**config.mk**
```make
export PLATFORM = sky130hd
export DESIGN_NAME = pti_cell
export DESIGN_NICKNAME = d
export VERILOG_FILES = /design/src/hw/rtl/pti_pkg.sv /design/src/hw/rtl/pti_cell.sv
export SDC_FILE = /design/constraint.sdc
export NUM_CORES = 1
export LEC_CHECK = 0
export BUFFER_PORTS_ARGS = -buffer_cell sky130_fd_sc_hd__clkbuf_2
export CAP_MARGIN = 20
export CELL_PAD_IN_SITES_DETAIL_PLACEMENT = 1
export CELL_PAD_IN_SITES_GLOBAL_PLACEMENT = 1
export CORE_MARGIN = 5
export CORE_UTILIZATION = 34
export DETAILED_ROUTE_END_ITERATION = 7
export GPL_ROUTABILITY_DRIVEN = 1
export PLACE_DENSITY_LB_ADDON = 0.1
export SLEW_MARGIN = 5
export SYNTH_ARGS = -nofsm -noshare
export SYNTH_HDL_FRONTEND = slang
export SYNTH_SLANG_ARGS = --single-unit
export TNS_END_PERCENT = 50
```
**constraint.sdc**
```tcl
create_clock -name clk -period 0.8 [get_ports clk]
set_input_delay 0.08 -clock clk [delete_from_list [all_inputs] [get_ports clk]]
set_output_delay 0.08 -clock clk [all_outputs]
set_load 0.02 [all_outputs]
```
**src/hw/rtl/pti_pkg.sv**
```systemverilog
package pti_pkg;

	localparam int KEY_W = 16;
	localparam int VAL_W = 32;
	localparam int ACT_W = 2;
	localparam int STAT_W = 3;

	localparam logic [ACT_W-1:0] ACT_WR_TIME  = 2'd0;
	localparam logic [ACT_W-1:0] ACT_WR_BYTES = 2'd1;

	localparam logic [STAT_W-1:0] ST_WRITE_OK = 3'd0;
	localparam logic [STAT_W-1:0] ST_HIT      = 3'd1;
	localparam logic [STAT_W-1:0] ST_INTERP   = 3'd2;
	localparam logic [STAT_W-1:0] ST_EMPTY    = 3'd3;
	localparam logic [STAT_W-1:0] ST_FEW      = 3'd4;
	localparam logic [STAT_W-1:0] ST_FULL     = 3'd5;

	// one table entry as it moves along the ring of cells
	typedef struct packed {
		logic             used;
		logic             tv;
		logic             bv;
		logic [KEY_W-1:0] key;
		logic [VAL_W-1:0] tval;
		logic [VAL_W-1:0] bval;
	} entry_t;

	// write command broadcast to all cells while the ring rotates
	typedef struct packed {
		logic             en;
		logic             is_bytes;
		logic [KEY_W-1:0] key;
		logic [VAL_W-1:0] val;
	} wr_cmd_t;

endpackage

```
**src/hw/rtl/pti_cell.sv**
```systemverilog
// One storage cell of the rotating ring. Every cycle that shift is high, the entry moves one step
// towards the head; a write command updates the entry as it comes in from the previous cell.
module pti_cell (
	input  logic            clk,
	input  logic            arst_n,
	input  logic            shift,
	input  pti_pkg::wr_cmd_t wr,
	input  logic            append,
	input  pti_pkg::entry_t prev,
	output pti_pkg::entry_t cur
);

	logic                      used_q, tv_q, bv_q;
	logic [pti_pkg::KEY_W-1:0] key_q;
	logic [pti_pkg::VAL_W-1:0] tval_q, bval_q;
	pti_pkg::entry_t nxt;

	always_comb begin
		nxt = prev;
		if (wr.en && prev.used && prev.key == wr.key) begin
			if (wr.is_bytes) begin
				nxt.bval = wr.val;
				nxt.bv = 1'b1;
			end else begin
				nxt.tval = wr.val;
				nxt.tv = 1'b1;
			end
		end
		if (append) begin
			nxt.used = 1'b1;
			nxt.key = wr.key;
			nxt.tv = !wr.is_bytes;
			nxt.bv = wr.is_bytes;
			nxt.tval = wr.val;
			nxt.bval = wr.val;
		end
	end

	always_ff @(posedge clk or negedge arst_n) begin
		if (!arst_n) begin
			used_q <= 1'b0;
			tv_q <= 1'b0;
			bv_q <= 1'b0;
		end else if (shift) begin
			used_q <= nxt.used;
			tv_q <= nxt.tv;
			bv_q <= nxt.bv;
		end
	end

	always_ff @(posedge clk) begin
		if (shift) begin
			key_q <= nxt.key;
			tval_q <= nxt.tval;
			bval_q <= nxt.bval;
		end
	end

	assign cur = {used_q, tv_q, bv_q, key_q, tval_q, bval_q};

endmodule

```
---- After elaboration in Yosys (flattened, before gate mapping) ----
Index checks and enable logic that the tools add are counted.
word-level totals
  input port bits ......................... 137
  flip-flop bits (word level) ............. 83
  logic and storage cells ................. 17
  output and inout bits ................... 83
operators by class
  equal/unequal tests ..................... 1
  mux-type cells .......................... 7
  reduce and logical (&&, ||, !) cells .... 3
operators by type and width
  cell                 count
  $mux W83             1
  $mux W32             2
  $mux W64             1
  $eq A16 B16 Y1       1
  $logic_and A1 B1 Y1  2
  $mux W1              2
  $mux W2              1
  $logic_not A1 Y1     1

---- Longest topological paths before layout ----
  word-level depth ........................ 4
  depth in mapped cells ................... 6
  gate-level depth less buffers ........... 5

---- Worst setup path before layout ----
No wires, ideal clock.
  path type ............................... input -> register
  from .................................... input port wr[46] (netlist name)
  to ...................................... register bval_q[10] (netlist name), data pin
  path slack .............................. -823 ps
  library setup time ...................... 260 ps
  path buffers ............................ 1
  data required time ...................... 540 ps
  stages .................................. 5
  data arrival time ....................... 1363 ps
  cell sequence ........................... xor2_1 nor4_1 a31o_2 buf_6 mux2_2
RTL lines
  item                  line            text
  from (decl)           pti_cell.sv:7   input pti_pkg::wr_cmd_t wr,
  to (signal assigned)  pti_cell.sv:55  bval_q <= nxt.bval;
  to (decl)             pti_cell.sv:15  logic [pti_pkg::VAL_W-1:0] tval_q, bval_q;

==> metrics.txt <==
run status finished, violations left; failing checks negative setup slack; worst skew pair latency between 0.3 and 0.4 ns; main combinational cell family by area after synthesis multiplexers; Antenna diodes 0; combinational power share a little under a quarter; Internal Power 8.25 mW; final slew viol count 0; CTS tree built; setup violation total in the final timing report ~150; Syn Nets between 300 and 400; Register Area 2480 sq um; Max IR drop VDD 899 uV; GPL Wtd Cong 0.734; endpoints failing hold 0; H-tree level count 3; Slew HR about four fifths; Peak Freq 642 MHz; yosys synthesis warning count 0; routed via count ~2,900; initial antenna violation count 0; number of global-route vias before repair roughly 3,000; layout cells sized above 1 between 70 and 80%; compound-gate portion of the synthesized area between 1.5 and 2%; Sequential Power Share between 40% and 50%; minimum clock period after layout roughly 1.6 ns; DR DRC count 0; GRT Residual Overflow 0; synthesized area between 3000 and 4000 sq um; Syn Area/Cell between 15 and 20 sq um; most frequent cells in the layout clkbuf_2, edfxtp_1, buf_2; area added between synthesis and finish 58.3%; Post-Synth Simple-Gate Area approximately 2.1%; Initial Util a little over a third; Crit Path Max Fanout 16; switch share between 20% and 30%; power per cell area between 1500 and 2000 nW/um^2; clock sinks between 80 and 90; Die Ht approximately 120 microns; first-pass GRT wire length ~16,000 microns; CP arrival 1.66 ns; WHS around 0.027 ns; Via density 4.74; area share of fa/ha/maj cells after synthesis 0%; I/O Buffers about 220; max_cap viols 0; Post-DRT Antenna Nets 0; CP endpoint kind flop; clock slew at the register clock pins of the worst setup and hold paths approximately 0.090 ns; Switch Pwr slightly below 3 mW; Post-Place Cell Area 5170 sq um; DRT Wirelength approximately 12,000 microns; WS Path Type in2reg; Placeable Area ~11,000 sq um; pin count of the biggest net entering global routing 35; Total GRT Usage between 10% and 20%; dpl hpwl approximately 8600 microns; Initial DRT Pass Iterations 4; CTS Buf Count 9; Worst Hold Class in2reg; Root Driver clkbuf_8; Site Rows 38; commonest non-fill, non-tap cell in the layout clkbuf_2; RSZ-0062 raised after global routing yes; die width 115 microns; fillers between 1,000 and 1,500; worst hold path depth 2; Total Nets Final between 500 and 600; Cells after Synth 217; area occupied by multi-input gates ~1500 sq um; sequential fraction of the synthesis area about two thirds; Worst Skew 0 ns; worst setup margin -0.757 ns; Final TNS setup -59.53 ns; Final Cell Area roughly 6000 sq um; clock share of power 29.1%; die area about 13,000 sq um; Slew @ Worst Pin between 0.3 and 0.4 ns; LEAKAGE 2.72 nW; Boundary Pins 220; Period Utilization, post-route 195%; initial DRC count a little under 70; post-synthesis register bit count 83; pre-CTS setup slack -1.21 ns; R2R depth 2; Distinct cells, synth 20; XOR/XNOR share of the synthesized area ~3.7%; Worst EP required ~0.90 ns; clock buffer depth 2; wire per inst approximately 19 microns; Critical Path Start Type input pin; CTS hold repair buffers 1; post-synthesis mux area share a little under a quarter
cell usage after synthesis (all sizes together):
master  count  area (sq um)
a31oi       2          12.5
nor2        4          15.0
buf        11          97.6
a21oi       1          5.00
edfxtp     80          2400
nand3       1          5.00
nor4        3          25.0
mux2       80           901
o211ai      2          15.0
a31o        2          17.5
xnor2      13           114
dfrtp       3          75.1
nand4       3          18.8
nand2       4          15.0
inv         3          11.3
xor2        3          26.3
o21ai       2          10.0
critical path: stages:
cell	delay, ns
buf_4	0.13
xnor2_4	0.16
nand2_2	0.09
nor4_4	0.38
a31o_4	0.28
buf_12	0.18
mux2_2	0.34
worst paths after layout:
path | from | end | slack, ns
max | wr[38] | tval_q[14] | -0.76
min | prev[17] | bval_q[17] | 0.03
max reg2reg | tv_q | tv_q | 0.08
min reg2reg | used_q | used_q | 0.57
max in group asynchronous | arst_n | tv_q | 0.63
min in group asynchronous | arst_n | used_q | 0.06
what timing repair did:
action                                 in CTS  in global routing
setup endpoints to repair                 149                150
pin swaps                                   2                 12
endpoints found under the hold margin       3                  1
gates resized for setup                    35                167
buffers inserted                            0                  5
gates cloned                                0                  2
through the flow:
stage	instances	total power [mW]	utilization [%]
5_1_grt	607	11.6	55.0
3_5_place_dp	583	7.58	47.7
3_3_place_gp	583	7.53	47.7
4_1_cts	600	11.0	51.4
2_1_floorplan	217	6.55	-
6_report	607	11.1	55.0
area by class of cell:
class	count	area share, %
Sequential cell	83	41.6
Timing Repair Buffer	245	26.1
Multi-Input combinational cell	120	25.8
Tap cell	140	2.94
Clock buffer	11	2.20
Clock inverter	5	1.30
Inverter	3	0.189
power by group through the flow:
stage | Sequential [mW] | Combinational [mW] | Clock (mW)
after floorplan | 5.94 | 0.604 | 0
after global placement | 5.43 | 2.09 | 0
after detailed placement | 5.45 | 2.13 | 0
after CTS | 5.36 | 2.27 | 3.34
after global routing | 5.39 | 2.70 | 3.53
final | 5.35 | 2.55 | 3.25
registers in the layout, indices dropped and copies added (netlist names):
name and count:
used_q 1, tval_q 32, key_q 16, tv_q 1, bval_q 32, bv_q 1
per-layer routing:
layer  routed length, microns  share of wire, %  GRT usage (%)  vias up
met2                     6040                52           27.8      139
met3                     1180                10           6.37       10
met5                        0                 0              0        -
met1                     4260                37           17.9     1402
li1                         -                 -              -     1326
met4                      131               1.1           4.77        0
cells by family (layout without fill, tap and decap cells):
group	Yosys count	count (layout)
flip-flops	83	83
multiplexers	80	80
XOR/XNOR	16	16
AND/OR/NAND/NOR	15	15
buffers and inverters	14	264
AO/OA/AOI/OAI	9	9
(Power assumes the default switching activity.)
