<file path="src/hw/rtl/pti_div.sv">
// Restoring divider, one quotient bit per cycle. Unsigned numerator and
// denominator.
module pti_div (
	input  logic        clk,
	input  logic        arst_n,
	input  logic        start,
	input  logic [63:0] num,
	input  logic [16:0] den,
	output logic        busy,
	output logic [63:0] quo
);

	logic [6:0]  cnt_q;
	logic [63:0] q_q;
	logic [17:0] rem_q;
	logic [16:0] den_q;
	logic [17:0] trial;

	assign trial = {rem_q[16:0], q_q[63]} - {1'b0, den_q};

	always_ff @(posedge clk or negedge arst_n) begin
		if (!arst_n) begin
			cnt_q <= '0;
		end else if (start) begin
			cnt_q <= 7'd64;
		end else if (cnt_q != '0) begin
			cnt_q <= cnt_q - 7'd1;
		end
	end

	always_ff @(posedge clk) begin
		if (start) begin
			q_q <= num;
			rem_q <= '0;
			den_q <= den;
		end else if (cnt_q != '0) begin
			if (!trial[17]) begin
				rem_q <= trial;
				q_q <= {q_q[62:0], 1'b1};
			end else begin
				rem_q <= {rem_q[16:0], q_q[63]};
				q_q <= {q_q[62:0], 1'b0};
			end
		end
	end

	assign busy = (cnt_q != '0);
	assign quo = q_q;

endmodule

</file>
<file path="config.mk">
export PLATFORM = sky130hd
export DESIGN_NAME = pti_div
export DESIGN_NICKNAME = d
export VERILOG_FILES = /design/src/hw/rtl/pti_div.sv
export SDC_FILE = /design/constraint.sdc
export NUM_CORES = 1
export LEC_CHECK = 0
export ABC_AREA = 1
export BUFFER_PORTS_ARGS = -buffer_cell sky130_fd_sc_hd__buf_2
export CAP_MARGIN = 15
export CORE_MARGIN = 3
export CORE_UTILIZATION = 58
export CTS_CLUSTER_SIZE = 20
export DETAILED_ROUTE_END_ITERATION = 8
export PLACE_DENSITY = 0.92
export SYNTH_ARGS = -nofsm -noshare
export SYNTH_HDL_FRONTEND = slang
export SYNTH_SLANG_ARGS = --single-unit
export TNS_END_PERCENT = 30
</file>
<file path="constraint.sdc">
create_clock -name clk -period 5.98 [get_ports clk]
set_input_delay 0.299 -clock clk [delete_from_list [all_inputs] [get_ports clk]]
set_output_delay 0.299 -clock clk [all_outputs]
set_load 0.01 [all_outputs]
</file>
# Yosys cells after proc, flatten, opt, wreduce, memory -nomap -nowiden
# Index checks and enable logic that the tools add are counted.
[word_totals]
input_bits = 84
reg_bits = 105
[classes]
add_sub_neg = 2
n_mux = 6
reduce_logical = 2
[ops]
columns = ["op", "n"]
rows = [
  ["two-way mux 64 bit", 2],
  ["subtractor 18 x 17 -> 18 bit", 1],
  ["two-way mux 17 bit", 1],
  ["two-way mux 7 bit", 2],
  ["nonzero test 7 bit", 1],
  ["subtractor 7 x 1 -> 7 bit, second input constant", 1],
  ["nonzero test 2 bit", 1],
  ["two-way mux 1 bit", 1],
]

# Logic depth before layout (Yosys ltp)
# Gate-level depths: netlist of the first run.
[depth]
depth_word = 4
mapped_depth = 16
ltp_nobuf = 16

# Least setup slack after synthesis of the first run
# No wires, ideal clock.
[synth_timing]
path_kind = "reg2reg"
startpoint = "register cnt_q[0]"
endpoint = "register q_q[0], in the netlist quo[0] (enable)"
slack_ns = 3.179
path_buffers = 0
arrival_ns = 2.104
period_less_slack_ns = 2.801
required_time_ns = 5.283
stages_incl_launch_ff = 6
path_cell_list = "dfrtp_1 > inv_1 > ha_1 > nand4_1 > nor2_1 > nand2_1"
[synth_via]
elab_chain_cells = 2
[synth_lines]
columns = ["element", "line", "rtl"]
rows = [
  ["from (decl)", "13", "logic [6:0] cnt_q;"],
  ["from (signal assigned)", "27", "cnt_q <= cnt_q - 7'd1;"],
  ["nonzero test 7 bit", "36", "end else if (cnt_q != '0) begin"],
  ["nonzero test 2 bit (no source line)", "n/a", ""],
  ["to (signal assigned)", "33", "q_q <= num;"],
  ["to (signal assigned)", "39", "q_q <= {q_q[62:0], 1'b1};"],
  ["to (signal assigned)", "42", "q_q <= {q_q[62:0], 1'b0};"],
  ["to (decl)", "14", "logic [63:0] q_q;"],
]
# Every way passes these cells.
# A chain may end at the register's enable or synchronous reset.

# Final worst setup path of the first run
[layout_timing]
startpoint = "register cnt_q[0]"
endpoint = "output port busy"
[layout_via]
elab_chain_cells = 1
[layout_lines]
columns = ["element", "line", "rtl"]
rows = [
  ["nonzero test 7 bit", "47", "assign busy = (cnt_q != '0);"],
  ["to (decl)", "9", "output logic busy,"],
]
# Every way passes these cells.

==> results of run 1 <==
[critical path, delay by kind of cell, from the launching register on]
family,cells,cell delay (ps)
buf+inv,3,710
simple gates,2,460
fa+ha+maj,1,220
flops,1,370
[logic make-up (layout without fill, tap and decap cells)]
kind of cell	after synthesis	in the layout	synth area share [%]
AND/OR/NAND/NOR	452	452	34.60
adder cells (fa/ha/maj)	19	19	4.148
flip-flops	105	105	49.86
XOR/XNOR	7	7	1.037
AO/OA/AOI/OAI	19	19	1.693
buffers and inverters	122	266	8.656
[what timing repair did]
action,in CTS,in global routing
hold buffers,1,0
hold endpoints to repair,7,0
gates resized for setup,0,0
[cell usage in the layout, fill, tap and decap left out, types with 2 or more instances in the layout]
master and instances:
clkinv_2 2, inv_8 2, o21ai_0 4, buf_2 147
nand3_1 45, clkbuf_8 9, ha_1 18, or2_2 2
nand4_1 3, nor3_1 4, nand2_2 13, dfrtp_1 7
nor2_4 2, edfxtp_1 81, buf_4 3, inv_2 7
nand3_4 2, nand3_2 21, and2_1 2, xor2_1 6
nand2_4 5, a21oi_1 12, dfxtp_1 17, inv_1 92
nor2_1 47, nand2_1 304
[layout make-up]
| class | instances | area, sq um |
|---|---|---|
| fill | 779 | 2967 |
| sequential | 105 | 2948 |
| multi-input combinational | 497 | 2455 |
| timing repair buffer | 151 | 768.2 |
| inverter | 99 | 371.6 |
| tap | 133 | 166.4 |
| clock buffer | 9 | 123.9 |
| clock inverter | 7 | 65.06 |
[synth_stat cells (all sizes together), types with 2 or more instances]
cell type  count  area [sq um]
clkbuf        17         73.82
dfxtp         17         340.3
buf            5         57.55
inv           99         371.6
edfxtp        81          2432
nand4          3         18.77
nand3         68         470.4
ha            18         225.2
or2            2         12.51
nor2          50         219.0
and2           2         12.51
nor3           5         36.29
dfrtp          7         175.2
nand2        322          1276
a21oi         12         60.06
o21ai          6         33.78
xor2           6         52.55
[per-layer routing]
layer / share of wire (%) / global-route usage [%] / routed length (microns) / vias to the layer above
met2: 50 / 41.68 / 6814 / 180
li1: - / - / - / 2540
met5: 0.095 / 0 / 13 / -
met3: 7.4 / 7.586 / 1017 / 26
met4: 2.2 / 9.041 / 299 / 2
met1: 40 / 29.16 / 5518 / 2272
[stage by stage]
step	hold WS, ps	setup WS (ps)	instances	utilization [%]	area (sq um)
detailed placement	134.8	3223	984	67.91	6699
global route	59.67	3347	1001	69.93	6898
floorplan	3.409	3179	724	-	5912
CTS	65.32	3523	1001	69.93	6898
global placement	137.4	3261	984	67.91	6699
finish	83.37	3506	1001	69.93	6898
[flip-flops by register name, indices dropped and copies added, names as in the netlist]
| register | count |
|---|---|
| cnt_q | 7 |
| den_q | 17 |
| quo | 64 |
| rem_q | 17 |
[report_power, final]
part	internal, mW	switching, mW
registers	0.934	0.0891
logic	0.304	0.511
clock network	0.160	0.275
total	1.40	0.875
[how the worst max path moves through the flow]
stage                     cells past startpoint                 start  slack, ps                end
after floorplan                               5  cnt_q[0]$_DFFE_PN0P_       3180   quo[0]$_DFFE_PP_
after global placement                        5                 start       3260  quo[14]$_DFFE_PP_
after detailed placement                      5                 start       3220  quo[17]$_DFFE_PP_
after CTS                                     6  cnt_q[0]$_DFFE_PN0P_       3520               busy
after global routing                          6  cnt_q[0]$_DFFE_PN0P_       3350               busy
final                                         6  cnt_q[0]$_DFFE_PN0P_       3510               busy
==> impl_metrics.env, run 1 <==
export IMPL_num_antenna_cells=0
export IMPL_avgSynthCellArea_sq_um=8.166
export IMPL_setup_tns_ps=0
export IMPL_gr_total_overflow=0
export IMPL_cts_buffer_depth=2
export IMPL_relSlewSlack_pct=31.02
export IMPL_seq_area_frac_synth_pct=49.86
export IMPL_insertion_delay_ps=380
export IMPL_finalCritPeriodShare_pct=41.37
export IMPL_worstPathArrival_ps=2180
export IMPL_synth_seq_cells=105
export IMPL_r2r_end="cnt_q[5]$_DFFE_PN0P_"
export IMPL_cp_slowest_cell="dfrtp_1"
export IMPL_setup_viol=0
export IMPL_cpPeakStageDelay_ps=370
export IMPL_synth_main_ff_cell="edfxtp_1"
export IMPL_start_util_pct=59.93
export IMPL_vias=5020
export IMPL_num_io_pins=149
export IMPL_grt_pass1_vias=4825
export IMPL_hpwl_microns=9795
export IMPL_rsz0062_at_grt="no"
export IMPL_wl_per_cell_microns=13.65
export IMPL_syn_area_sq_um=5912
export IMPL_critPathMaxFanout=36
export IMPL_crit_chain="inv_1 -> ha_1 -> nand4_1 -> nor2_1 -> inv_2 -> buf_2"
export IMPL_nets=966
export IMPL_clock_sinks=105
export IMPL_ys_warn_count=0
export IMPL_drt_iter0_markers=347
export IMPL_tightest_slew_ps=1035
export IMPL_grt_pass1_wl_microns=22090
export IMPL_io_buffers=148
export IMPL_yosysUniqueCellTypes=34
export IMPL_timing_final_crit_period_ps=2474
export IMPL_postRouteWirelength_microns=13660
export IMPL_syn_nets=827
export IMPL_hold_path_cell_count=1
export IMPL_synth_edf_count=81
export IMPL_cp_end_kind="output pin"
export IMPL_cts_root_buf="clkbuf_8"
export IMPL_numCtsBuffers=9
export IMPL_timing_fmax_mhz=404.2
export IMPL_timing_rr_start="cnt_q[1]$_DFFE_PN0P_"
export IMPL_ant_nets=0
export IMPL_antenna_found_initial=1
export IMPL_fin_skew_ps=8.740
export IMPL_rows=36
export IMPL_reg2reg_slack_ps=3740
export IMPL_power_leakage_nw=3.826
export IMPL_cap_violations=0
export IMPL_area_growth_synth_to_final_pct=16.68
export IMPL_required_ps=5680
export IMPL_drc=0
export IMPL_hp_start="den[1]"
export IMPL_firstDrtPassIters=5
export IMPL_cp_start_kind="flip-flop"
export IMPL_core_sq_um=9864
export IMPL_min_delay_worst_endpoint="den_q[1]$_DFFE_PP_"
export IMPL_fp_dieH_microns=107.0
export IMPL_die_area_sq_um=11440
export IMPL_grt_total_usage_pct=24.47
export IMPL_path_class="flip-flop to output pin"
export IMPL_drv_slew=0
export IMPL_total_power_mw=2.274
export IMPL_viasPerCell=5.015
export IMPL_peakVddDrop_uv=212.2
export IMPL_fp_dieW_microns=107.0
export IMPL_grt_max_degree=101
export IMPL_status="finished, final reports clean"
export IMPL_reg2reg_depth=10
export IMPL_syn_inst=724
export IMPL_synthArstFlopShare_pct=6.667
export IMPL_clkSlewWorstSetupHoldPaths_ps=110
export IMPL_hold_class="primary input to flip-flop"
export IMPL_cts_tree="done"
export IMPL_p_per_area_nw_per_um2=329.7
export IMPL_drive_gt1_share_pct=25.46
export IMPL_htreeDepth=3
export IMPL_hold_viol_final=0
export IMPL_postCtsSetupBuffers=0
export IMPL_place_congestion=0.8935
No activity file was read; power rests on OpenSTA's default activity.
==> run 2, diff against run 1 <==
CORE_UTILIZATION = 54   (was 58)
PLACE_DENSITY = 0.87   (was 0.92)
clock period = 2.45 ns   (was 5.98 ns; I/O delays follow)
==> run 2 against run 1 <==
Effect of this change: critical path depth increased by 8; power up 140%; highest routed layer is now met4; non-clock buffer count is 22 higher; sequential power increased by 140%.
==> impl_metrics.env, run 2 (synthesis gave the netlist of run 1 again) <==
export IMPL_status="finished, final reports clean"
export IMPL_timing_final_crit_period_ps=2170
export IMPL_drv_slew=0
export IMPL_reg2reg_slack_ps=280
export IMPL_power_leakage_nw=3.923
export IMPL_r2r_end="rem_q[11]$_SDFFE_PP0P_"
export IMPL_num_io_pins=149
export IMPL_hold_buffers=20
export IMPL_core_sq_um=10460
export IMPL_timing_rr_start="den_q[12]$_DFFE_PP_"
export IMPL_cap_violations=0
export IMPL_postCtsSetupBuffers=0
export IMPL_htreeDepth=3
export IMPL_finalCritPeriodShare_pct=88.58
export IMPL_timing_fmax_mhz=460.8
export IMPL_hold_path_cell_count=3
export IMPL_grt_pass1_vias=4844
export IMPL_area_growth_synth_to_final_pct=20.53
export IMPL_drt_iter0_markers=252
export IMPL_place_congestion=0.8957
export IMPL_drc=0
export IMPL_wl_per_cell_microns=13.60
export IMPL_hp_start="num[12]"
export IMPL_io_buffers=148
export IMPL_gr_total_overflow=0
export IMPL_clkSlewWorstSetupHoldPaths_ps=120
export IMPL_place_inst=990
export IMPL_clock_sinks=105
export IMPL_design_area_sq_um=7126
export IMPL_reg2reg_depth=14
export IMPL_insertion_delay_ps=370
export IMPL_crit_top_cell="nand2_1"
export IMPL_use_met2_pct=38.92
export IMPL_rsz0062_at_grt="no"
export IMPL_firstDrtPassIters=7
export IMPL_viasPerCell=4.895
export IMPL_required_ps=2720
export IMPL_start_util_pct=56.51
export IMPL_ctsResizeCount=0
export IMPL_die_area_sq_um=12240
export IMPL_cpPeakStageDelay_ps=370
export IMPL_grt_total_usage_pct=22.90
export IMPL_ant_nets=0
export IMPL_grt_util_met1_pct=28.76
export IMPL_hpwl_microns=9955
export IMPL_tightest_slew_ps=799.5
export IMPL_hold_ws_ps=12.34
export IMPL_multiInputGateArea_sq_um=2455
export IMPL_regArea_sq_um=2948
export IMPL_p_per_area_nw_per_um2=781.5
export IMPL_antenna_found_initial=0
export IMPL_relSlewSlack_pct=46.70
export IMPL_cts_root_buf="clkbuf_8"
export IMPL_critPathMaxFanout=18
export IMPL_cp_slowest_cell="edfxtp_1"
export IMPL_grt_pass1_wl_microns=23020
export IMPL_fin_skew_ps=15.70
export IMPL_crit_chain="inv_1 -> ha_1 -> nand2_1 -> nand2_1 -> inv_2 -> nand2_1 -> nand2_1 -> nand2_2 -> nor2_8 -> nand3_4 -> nand3_1 -> nand3_1 -> nand2_1 -> inv_1"
export IMPL_grt_max_degree=100
export IMPL_hold_viol_final=0
export IMPL_vias=5027
export IMPL_placed_area_sq_um=6738
export IMPL_rows=37
export IMPL_drive_gt1_share_pct=25.06
export IMPL_min_delay_worst_endpoint="quo[12]$_DFFE_PP_"
export IMPL_largest_reg_flops=64
export IMPL_total_power_mw=5.568
export IMPL_final_cell_count_no_fill=1027
export IMPL_setup_viol=0
export IMPL_fill_cells=880
export IMPL_cp_end_kind="flip-flop"
export IMPL_cts_buffer_depth=2
export IMPL_final_common_cell="nand2_1"
export IMPL_nets=988
export IMPL_setup_tns_ps=0
export IMPL_use_met3_pct=5.973
export IMPL_top_usage_layer="met2"
export IMPL_layout_common_cells="304 x nand2_1, 147 x buf_2, 92 x inv_1, 81 x edfxtp_1, 47 x nor2_1"
export IMPL_fp_dieW_microns=110.6
export IMPL_cts_tree="done"
export IMPL_worstPathArrival_ps=2440
export IMPL_postRouteWirelength_microns=13960
export IMPL_peakVddDrop_uv=416.9
export IMPL_cp_start_kind="flip-flop"
export IMPL_numCtsBuffers=9
export IMPL_path_class="flip-flop to flip-flop"
export IMPL_fp_dieH_microns=110.6
export IMPL_hold_class="primary input to flip-flop"
[run 2: critical path: cells and delay by family (launching register included)]
family,cells,cell delay (ps)
buffers and inverters,3,180
AND/OR/NAND/NOR,10,1230
adder cells (fa/ha/maj),1,290
flip-flops,1,370
[run 2: area by class of cell]
class	count	share of cell area, %
flip-flops and latches	105	41.37
multi-input cells	497	34.45
repair buffers	173	13.94
inverters	99	5.215
well taps	136	2.388
clock buffers	10	1.791
clock inverters	6	0.8077
diodes	1	0.03512
[run 2: how the worst max path moves through the flow]
stage,startpoint,to,depth (start not counted)
after detailed placement,den_q[12]$_DFFE_PP_,rem_q[11]$_SDFFE_PP0P_,14
after floorplan,cnt_q[0]$_DFFE_PN0P_,quo[0]$_DFFE_PP_,5
after CTS,den_q[12]$_DFFE_PP_,rem_q[11]$_SDFFE_PP0P_,14
after global routing,den_q[12]$_DFFE_PP_,rem_q[11]$_SDFFE_PP0P_,14
final,den_q[12]$_DFFE_PP_,rem_q[11]$_SDFFE_PP0P_,14
after global placement,den_q[12]$_DFFE_PP_,rem_q[11]$_SDFFE_PP0P_,14
[run 2: metrics by stage]
stage	utilization, %	setup WS, ps
CTS	68.08	268.4
floorplan	-	276.0
finish	68.11	279.8
detailed placement	64.40	297.8
global placement	64.40	306.7
global route	68.08	78.54
[run 2: metal layers]
metal	vias up	wire length, microns
met2	183	6850
met3	21	1173
met1	2231	5679
li1	2592	-
met4	0	260
met5	-	0
[run 2: where the power goes]
group          leakage [nW]  internal, mW  switching, mW
Combinational          2.73         0.772           1.27
Sequential             1.09          2.28          0.204
Clock                0.0953         0.397          0.646
